--- src/hw/rtl/psu_pkg.sv ---
package psu_pkg;

   localparam int MAX_WIDTH_DEF = 4096;
   localparam int BPP_DEF       = 3;
   localparam int RAW_W         = 8;
   localparam int LINE_W        = 14;
   localparam int LINE_RESET    = 3;

   typedef enum logic [2:0] {
      FILT_NONE  = 3'd0,
      FILT_SUB   = 3'd1,
      FILT_UP    = 3'd2,
      FILT_AVG   = 3'd3,
      FILT_PAETH = 3'd4
   } filter_kind_type;

   typedef struct packed {
      logic [RAW_W-1:0] raw_byte;
      filter_kind_type  kind;
      logic             first_row;
      logic             fresh;
      logic             last;
   } psu_op_type;

   function automatic int row_cap(int max_width, int bpp);
      return max_width * bpp;
   endfunction

   function automatic int addr_w(int cap);
      return (cap > 1) ? $clog2(cap) : 1;
   endfunction

endpackage

--- src/hw/rtl/psu_if.sv ---
interface psu_req_if;
   import psu_pkg::*;
   logic             valid;
   logic             ready;
   logic [RAW_W-1:0] raw_byte;
   logic             image_start;
   modport source (output valid, output raw_byte, output image_start, input ready);
   modport sink (input valid, input raw_byte, input image_start, output ready);
endinterface


interface psu_csr_if;
   import psu_pkg::*;
   logic              valid;
   logic              ready;
   logic [LINE_W-1:0] line_bytes;
   modport source (output valid, output line_bytes, input ready);
   modport sink (input valid, input line_bytes, output ready);
endinterface

--- src/hw/rtl/psu_seq.sv ---
module psu_seq #(
   parameter int MAX_WIDTH       = psu_pkg::MAX_WIDTH_DEF,
   parameter int BYTES_PER_PIXEL = psu_pkg::BPP_DEF,
   localparam int CAP = psu_pkg::row_cap(MAX_WIDTH, BYTES_PER_PIXEL),
   localparam int AW  = psu_pkg::addr_w(CAP)
) (
   input  logic                clock,
   input  logic                reset,
   psu_req_if.sink             req_ch,
   psu_csr_if.sink             csr_ch,
   input  logic                s1_ready,
   output logic                ld,
   output psu_pkg::psu_op_type op,
   output logic [AW-1:0]       rd_addr
);
   import psu_pkg::*;

   localparam int LW = AW + 1;
   localparam int CW = (LW > LINE_W) ? LW : LINE_W;
   localparam logic [LW-1:0] LEN_RESET = (LINE_RESET > CAP) ? LW'(CAP) : LW'(LINE_RESET);

   function automatic logic [LW-1:0] eff_len(logic [LINE_W-1:0] v);
      logic [CW-1:0] w;
      w = CW'(v);
      if (w == '0) w = CW'(1);
      if (w > CW'(CAP)) w = CW'(CAP);
      return LW'(w);
   endfunction

   logic [LW-1:0]   len_ff, len_in;
   logic            awaiting_ff, awaiting_in;
   logic            first_row_ff, first_row_in;
   logic [AW-1:0]   column_ff, column_in;
   filter_kind_type kind_ff, kind_in;
   logic            fresh_ff, fresh_in;

   logic            accept;
   logic            start_line;
   logic [AW-1:0]   col;
   logic            last;

   assign req_ch.ready = s1_ready;
   assign csr_ch.ready = 1'b1;
   assign accept       = req_ch.valid && s1_ready;
   assign start_line   = req_ch.image_start || awaiting_ff;
   assign col          = (LW'(column_ff) >= len_ff) ? AW'(len_ff - LW'(1)) : column_ff;
   assign last         = (LW'(col) + LW'(1)) >= len_ff;
   assign ld           = accept && !start_line;
   assign rd_addr      = col;

   always_comb begin
      op.raw_byte  = req_ch.raw_byte;
      op.kind      = kind_ff;
      op.first_row = first_row_ff;
      op.fresh     = fresh_ff;
      op.last      = last;
   end

   always_comb begin
      len_in       = len_ff;
      awaiting_in  = awaiting_ff;
      first_row_in = first_row_ff;
      column_in    = column_ff;
      kind_in      = kind_ff;
      fresh_in     = fresh_ff;
      if (csr_ch.valid) begin
         len_in = eff_len(csr_ch.line_bytes);
      end
      if (accept) begin
         if (start_line) begin
            // filter type word, unknown types fall back to none
            if (req_ch.raw_byte <= {(RAW_W-3)'(0), FILT_PAETH}) begin
               kind_in = filter_kind_type'(req_ch.raw_byte[2:0]);
            end else begin
               kind_in = FILT_NONE;
            end
            awaiting_in  = 1'b0;
            column_in    = '0;
            fresh_in     = 1'b1;
            first_row_in = first_row_ff || req_ch.image_start;
         end else begin
            fresh_in = 1'b0;
            if (last) begin
               awaiting_in  = 1'b1;
               first_row_in = 1'b0;
               column_in    = '0;
            end else begin
               column_in = AW'(col + AW'(1));
            end
         end
      end
   end

   always_ff @(posedge clock) begin
      if (reset) begin
         len_ff       <= LEN_RESET;
         awaiting_ff  <= 1'b1;
         first_row_ff <= 1'b1;
         column_ff    <= '0;
         kind_ff      <= FILT_NONE;
         fresh_ff     <= 1'b1;
      end else begin
         len_ff       <= len_in;
         awaiting_ff  <= awaiting_in;
         first_row_ff <= first_row_in;
         column_ff    <= column_in;
         kind_ff      <= kind_in;
         fresh_ff     <= fresh_in;
      end
   end

   a_last_rearms: assert property (@(posedge clock) disable iff (reset)
      ld && last |=> awaiting_ff && !first_row_ff)
      else $error("line end did not rearm filter word");

   a_filter_starts_line: assert property (@(posedge clock) disable iff (reset)
      accept && start_line |=> !awaiting_ff && fresh_ff && column_ff == '0)
      else $error("filter word did not start a line");

   a_addr_in_line: assert property (@(posedge clock) disable iff (reset)
      ld |-> LW'(rd_addr) < len_ff)
      else $error("row read beyond line length");

endmodule

--- src/flat_wrapper.sv ---
// flat-port wrapper written by rule: the top's interface ports become plain ports
module psu_seq_flat import psu_pkg::*;
#(
   parameter int MAX_WIDTH       = psu_pkg::MAX_WIDTH_DEF,
   parameter int BYTES_PER_PIXEL = psu_pkg::BPP_DEF,
   localparam int CAP = psu_pkg::row_cap(MAX_WIDTH, BYTES_PER_PIXEL),
   localparam int AW  = psu_pkg::addr_w(CAP)
)
  (clock, reset, s1_ready, ld, op, rd_addr, req_ch_valid, req_ch_raw_byte, req_ch_image_start, req_ch_ready, csr_ch_valid, csr_ch_line_bytes, csr_ch_ready);
  psu_req_if req_ch_i ();
  psu_csr_if csr_ch_i ();
  input  logic clock;
  input  logic reset;
  input  logic s1_ready;
  output logic ld;
  output psu_pkg::psu_op_type op;
  output logic [AW-1:0] rd_addr;
  input wire logic [$bits(req_ch_i.valid)-1:0] req_ch_valid;
  input wire logic [$bits(req_ch_i.raw_byte)-1:0] req_ch_raw_byte;
  input wire logic [$bits(req_ch_i.image_start)-1:0] req_ch_image_start;
  output wire logic [$bits(req_ch_i.ready)-1:0] req_ch_ready;
  input wire logic [$bits(csr_ch_i.valid)-1:0] csr_ch_valid;
  input wire logic [$bits(csr_ch_i.line_bytes)-1:0] csr_ch_line_bytes;
  output wire logic [$bits(csr_ch_i.ready)-1:0] csr_ch_ready;
  assign req_ch_i.valid = req_ch_valid;
  assign req_ch_i.raw_byte = req_ch_raw_byte;
  assign req_ch_i.image_start = req_ch_image_start;
  assign req_ch_ready = req_ch_i.ready;
  assign csr_ch_i.valid = csr_ch_valid;
  assign csr_ch_i.line_bytes = csr_ch_line_bytes;
  assign csr_ch_ready = csr_ch_i.ready;
  psu_seq #(.MAX_WIDTH(MAX_WIDTH), .BYTES_PER_PIXEL(BYTES_PER_PIXEL)) u_core (.clock(clock), .reset(reset), .req_ch(req_ch_i), .csr_ch(csr_ch_i), .s1_ready(s1_ready), .ld(ld), .op(op), .rd_addr(rd_addr));
endmodule
--- config.mk ---
export PLATFORM = sky130hd
export DESIGN_NAME = psu_seq_flat
export DESIGN_NICKNAME = d
export VERILOG_FILES = /design/src/hw/rtl/psu_pkg.sv /design/src/hw/rtl/psu_if.sv /design/src/hw/rtl/psu_seq.sv /design/src/flat_wrapper.sv
export SDC_FILE = /design/constraint.sdc
export NUM_CORES = 1
export LEC_CHECK = 0
export BUFFER_PORTS_ARGS = -buffer_cell sky130_fd_sc_hd__buf_2
export CORE_MARGIN = 2
export CORE_UTILIZATION = 35
export DETAILED_ROUTE_END_ITERATION = 10
export GPL_TIMING_DRIVEN = 0
export HOLD_SLACK_MARGIN = 0.05
export PLACE_DENSITY_LB_ADDON = 0.3
export SETUP_SLACK_MARGIN = 0.15
export SLEW_MARGIN = 25
export SYNTH_ARGS = -nofsm -noshare
export SYNTH_HDL_FRONTEND = slang
export SYNTH_SLANG_ARGS = --single-unit
--- constraint.sdc ---
create_clock -name clock -period 7.35 [get_ports clock]
set_input_delay 1.47 -clock clock [delete_from_list [all_inputs] [get_ports clock]]
set_output_delay 1.47 -clock clock [all_outputs]
set_load 0.03 [all_outputs]
==> results.py <==
metrics = {
    "outcome": {
        "status": "complete, no violations",
    },
    "clock_network": {
        "clock_path_buffers": 2,
        "cts_hold_buffers": 0,
        "clock_latency_ns": 0.30,
        "clk_pin_slew_worst_paths_ns": 0.08,
        "cts.sinks": 34,
        "htree_levels": 2,
        "numCtsBuffers": 5,
        "clockRootBuffer": "clkbuf_8",
        "cts_tree": "yes",
    },
    "drt": {
        "wire_per_inst_um": 15.4,
        "drc": 0,
        "vias": 3059,
        "drtIter0Drc": 116,
        "vias_per_cell": 5.38,
        "dr.pass1.iters": 4,
        "drt-total-wl_mm": 8.76,
        "ant_nets": 0,
    },
    "floorplanning": {
        "initial_core_util_pct": 36.0,
        "fp.dieH_um": 98.5,
        "design.die.area_mm2": 0.00969,
        "rows": 34,
        "die_x_um": 98.5,
        "pin_count": 59,
        "design.core.area_mm2": 0.00868,
    },
    "power": {
        "ir_drop_mv": 0.0794,
        "cellPowerDensity_mw_per_mm2": 122,
        "leakage_nw": 1.69,
    },
    "yosys": {
        "synth_compound_area_share_pct": 19.3,
        "synthXorXnorAreaFrac_pct": 5.29,
        "syn_area_per_cell_um2": 7.93,
        "synthArstFlopShare_pct": 0,
        "ys_seq_elements": 34,
        "synth-simple-area-share_pct": 23.6,
        "synthCells": 394,
        "yosys.area_share.adder_pct": 12.0,
        "synth_cell_types": 62,
        "syn_nets": 452,
        "synth_seq_area_share_pct": 21.8,
        "syn-cell-area_mm2": 0.00312,
        "synthFlopType": "dfxtp_1",
        "synth_edf_count": 0,
        "synth_top_family_by_area": "simple AND/OR/NAND/NOR gates",
        "synth_mux_area_share_pct": 8.81,
        "ys_warn_count": 0,
    },
    "worst_setup_path": {
        "cp.arrival_ns": 5.35,
        "path_class": "reg2out",
        "crit_required_ns": 5.88,
        "cp_max_fo": 10,
        "timing.critical_path.from": "u_core.len_ff[3]",
        "worstReg2RegStart": "u_core.len_ff[3]",
        "start_kind": "flop",
        "crit_path_end_kind": "primary output",
    },
    "grt": {
        "grt_max_degree": 12,
        "antenna_found_initial": 0,
        "grt_remaining_overflow": 0,
        "grt_pass1_wl_mm": 14.3,
        "grt_pass1_vias": 2911,
        "track_usage_pct": 18.0,
    },
    "cells_and_area": {
        "n_antenna_cell": 0,
        "syn_to_final_growth_pct": 19.4,
        "final_util_pct": 42.9,
        "nNetsFinal": 519,
        "n_fill_cell": 933,
        "drive_above_1_share_pct": 25.6,
    },
    "job": {
        "max_cap_violations": 0,
    },
    "sta": {
        "fin_tns_setup_ns": 0,
        "skew_ns": 0.00671,
        "finalMaxSlewViolations": 0,
        "hold_viol_final": 0,
        "slew_headroom_pct": 55.4,
        "final.setup.worst_slack_ns": 0.532,
        "post-route-min-period_ns": 6.82,
        "fmax_mhz": 147,
        "finalCritPeriodShare_pct": 92.8,
        "tightestPinTransition_ns": 0.669,
        "finalSetupViolCount": 0,
        "whs_ns": 0.450,
        "rsz0062_at_grt": "false",
    },
    "placed_design": {
        "place_congestion": 0.862,
        "pre_cts_ws_ns": -0.147,
        "port_buffers": 56,
        "hpwl_mm": 6.84,
    },
    "worst_hold_path": {
        "hp-start": "u_core.fresh_ff",
        "hold_class": "reg2reg",
    },
}
[power breakdown]
part	switching [mW]	internal, mW
Clock	0.0784	0.0648
Combinational	0.0668	0.0460
Sequential	0.00784	0.189
[kinds of logic after synthesis]
family	after synthesis
muxes	25
AOI/OAI and AO/OA	90
other	1
adders and majority gates	30
and+or+nand+nor	139
DFF	34
buffers and inverters	57
xor gates and xnor gates	18
[through the flow]
stage / cell area (um2) / total power, mW / instances
after global routing: 3730 / 0.478 / 569
after global placement: 3540 / 0.306 / 558
after detailed placement: 3540 / 0.308 / 558
after CTS: 3660 / 0.451 / 565
after floorplan: 3120 / 0.276 / 394
final: 3730 / 0.453 / 569
[cell usage after synthesis, drive strengths merged (4+ instances only)]
cell type,number,area [um2]
nor2,39,146
dfxtp,34,681
nand2,34,128
ha,30,375
a21oi,29,145
inv,29,109
buf,20,144
mux2i,18,196
o21ai,17,88.8
xnor2,14,130
a22oi,13,97.6
nand3,13,65.1
and3,12,75.1
clkbuf,8,30.0
nor4,8,86.3
or2,8,50.1
mux2,7,78.8
nand2b,5,31.3
a211oi,4,30.0
a31oi,4,40.0
nand4,4,25.0
nor3,4,20.0
xor2,4,35.0
[cell usage in the layout (no fill, tap or decap), drive strengths merged, types with 3 or more instances in the layout]
cell	instances
mux2	7
a22o	3
nor3	4
a22oi	13
and3	12
a21oi	29
nand2	34
xnor2	14
ha	30
xor2	4
o21ai	17
nor2	39
a211oi	4
mux2i	18
nand4	4
nor4	8
nand3	13
clkbuf	13
dfxtp	34
buf	80
nand2b	5
or2	8
inv	29
a31oi	4
[worst max-delay path, stage by stage (launching register included)]
cell and delay [ns]:
dfxtp_2 0.38, clkbuf_4 0.22, inv_1 0.08, ha_1 0.27
nand4_1 0.09, o311a_1 0.42, o21ai_4 0.20, buf_8 0.18
buf_6 0.18, nor2_1 0.08, a21oi_2 0.20, ha_4 0.19
nand2_1 0.08, a21oi_2 0.16, nand2_1 0.10, mux2i_4 0.24
a21oi_1 0.12, or2_1 0.25, ha_1 0.29, a211oi_1 0.20
o21ai_1 0.12, nor4_1 0.18, a22oi_1 0.16, a31oi_1 0.24
inv_1 0.09, buf_4 0.13, buf_2 0.16
[what timing repair did]
action                     in CTS  in global routing
setup endpoints to repair       1                  1
pin swaps                       0                  1
buffers inserted                0                  4
hold endpoints to repair        0                  0
resized for setup              10                 12
[metal layers]
| layer | share of wire, % | GRT usage [%] | vias up |
|---|---|---|---|
| li1 | - | - | 1531 |
| met1 | 48 | 25.0 | 1413 |
| met2 | 46 | 30.1 | 106 |
| met3 | 5.1 | 2.77 | 9 |
| met4 | 0.73 | 2.95 | 0 |
| met5 | 0 | 0 | - |
[path summary, 6_finish.rpt]
check	to	slack [ns]	depth (start not counted)
worst max-delay path	op[0]	0.53	26
worst min-delay path	u_core.fresh_ff	0.45	2
worst max register to register	u_core.column_ff[8]	1.86	27
worst min register to register	u_core.fresh_ff	0.45	2
[registers in the layout, summed over array words and instances (netlist names)]
| signal | flops |
|---|---|
| u_core.awaiting_ff | 1 |
| u_core.column_ff | 14 |
| u_core.first_row_ff | 1 |
| u_core.fresh_ff | 1 |
| u_core.kind_ff | 3 |
| u_core.len_ff | 14 |
[area by class of cell]
| type | count | area, um2 | area share (%) |
|---|---|---|---|
| inverters | 29 | 109 | 2.92 |
| clock inverters | 2 | 15.0 | 0.403 |
| clock buffers | 5 | 68.8 | 1.85 |
| multi-input cells | 303 | 2210 | 59.2 |
| well taps | 108 | 135 | 3.63 |
| flip-flops and latches | 34 | 683 | 18.3 |
| plain buffers | 28 | 198 | 5.30 |
| repair buffers | 60 | 310 | 8.32 |
No activity file was read; power rests on OpenSTA's default activity.
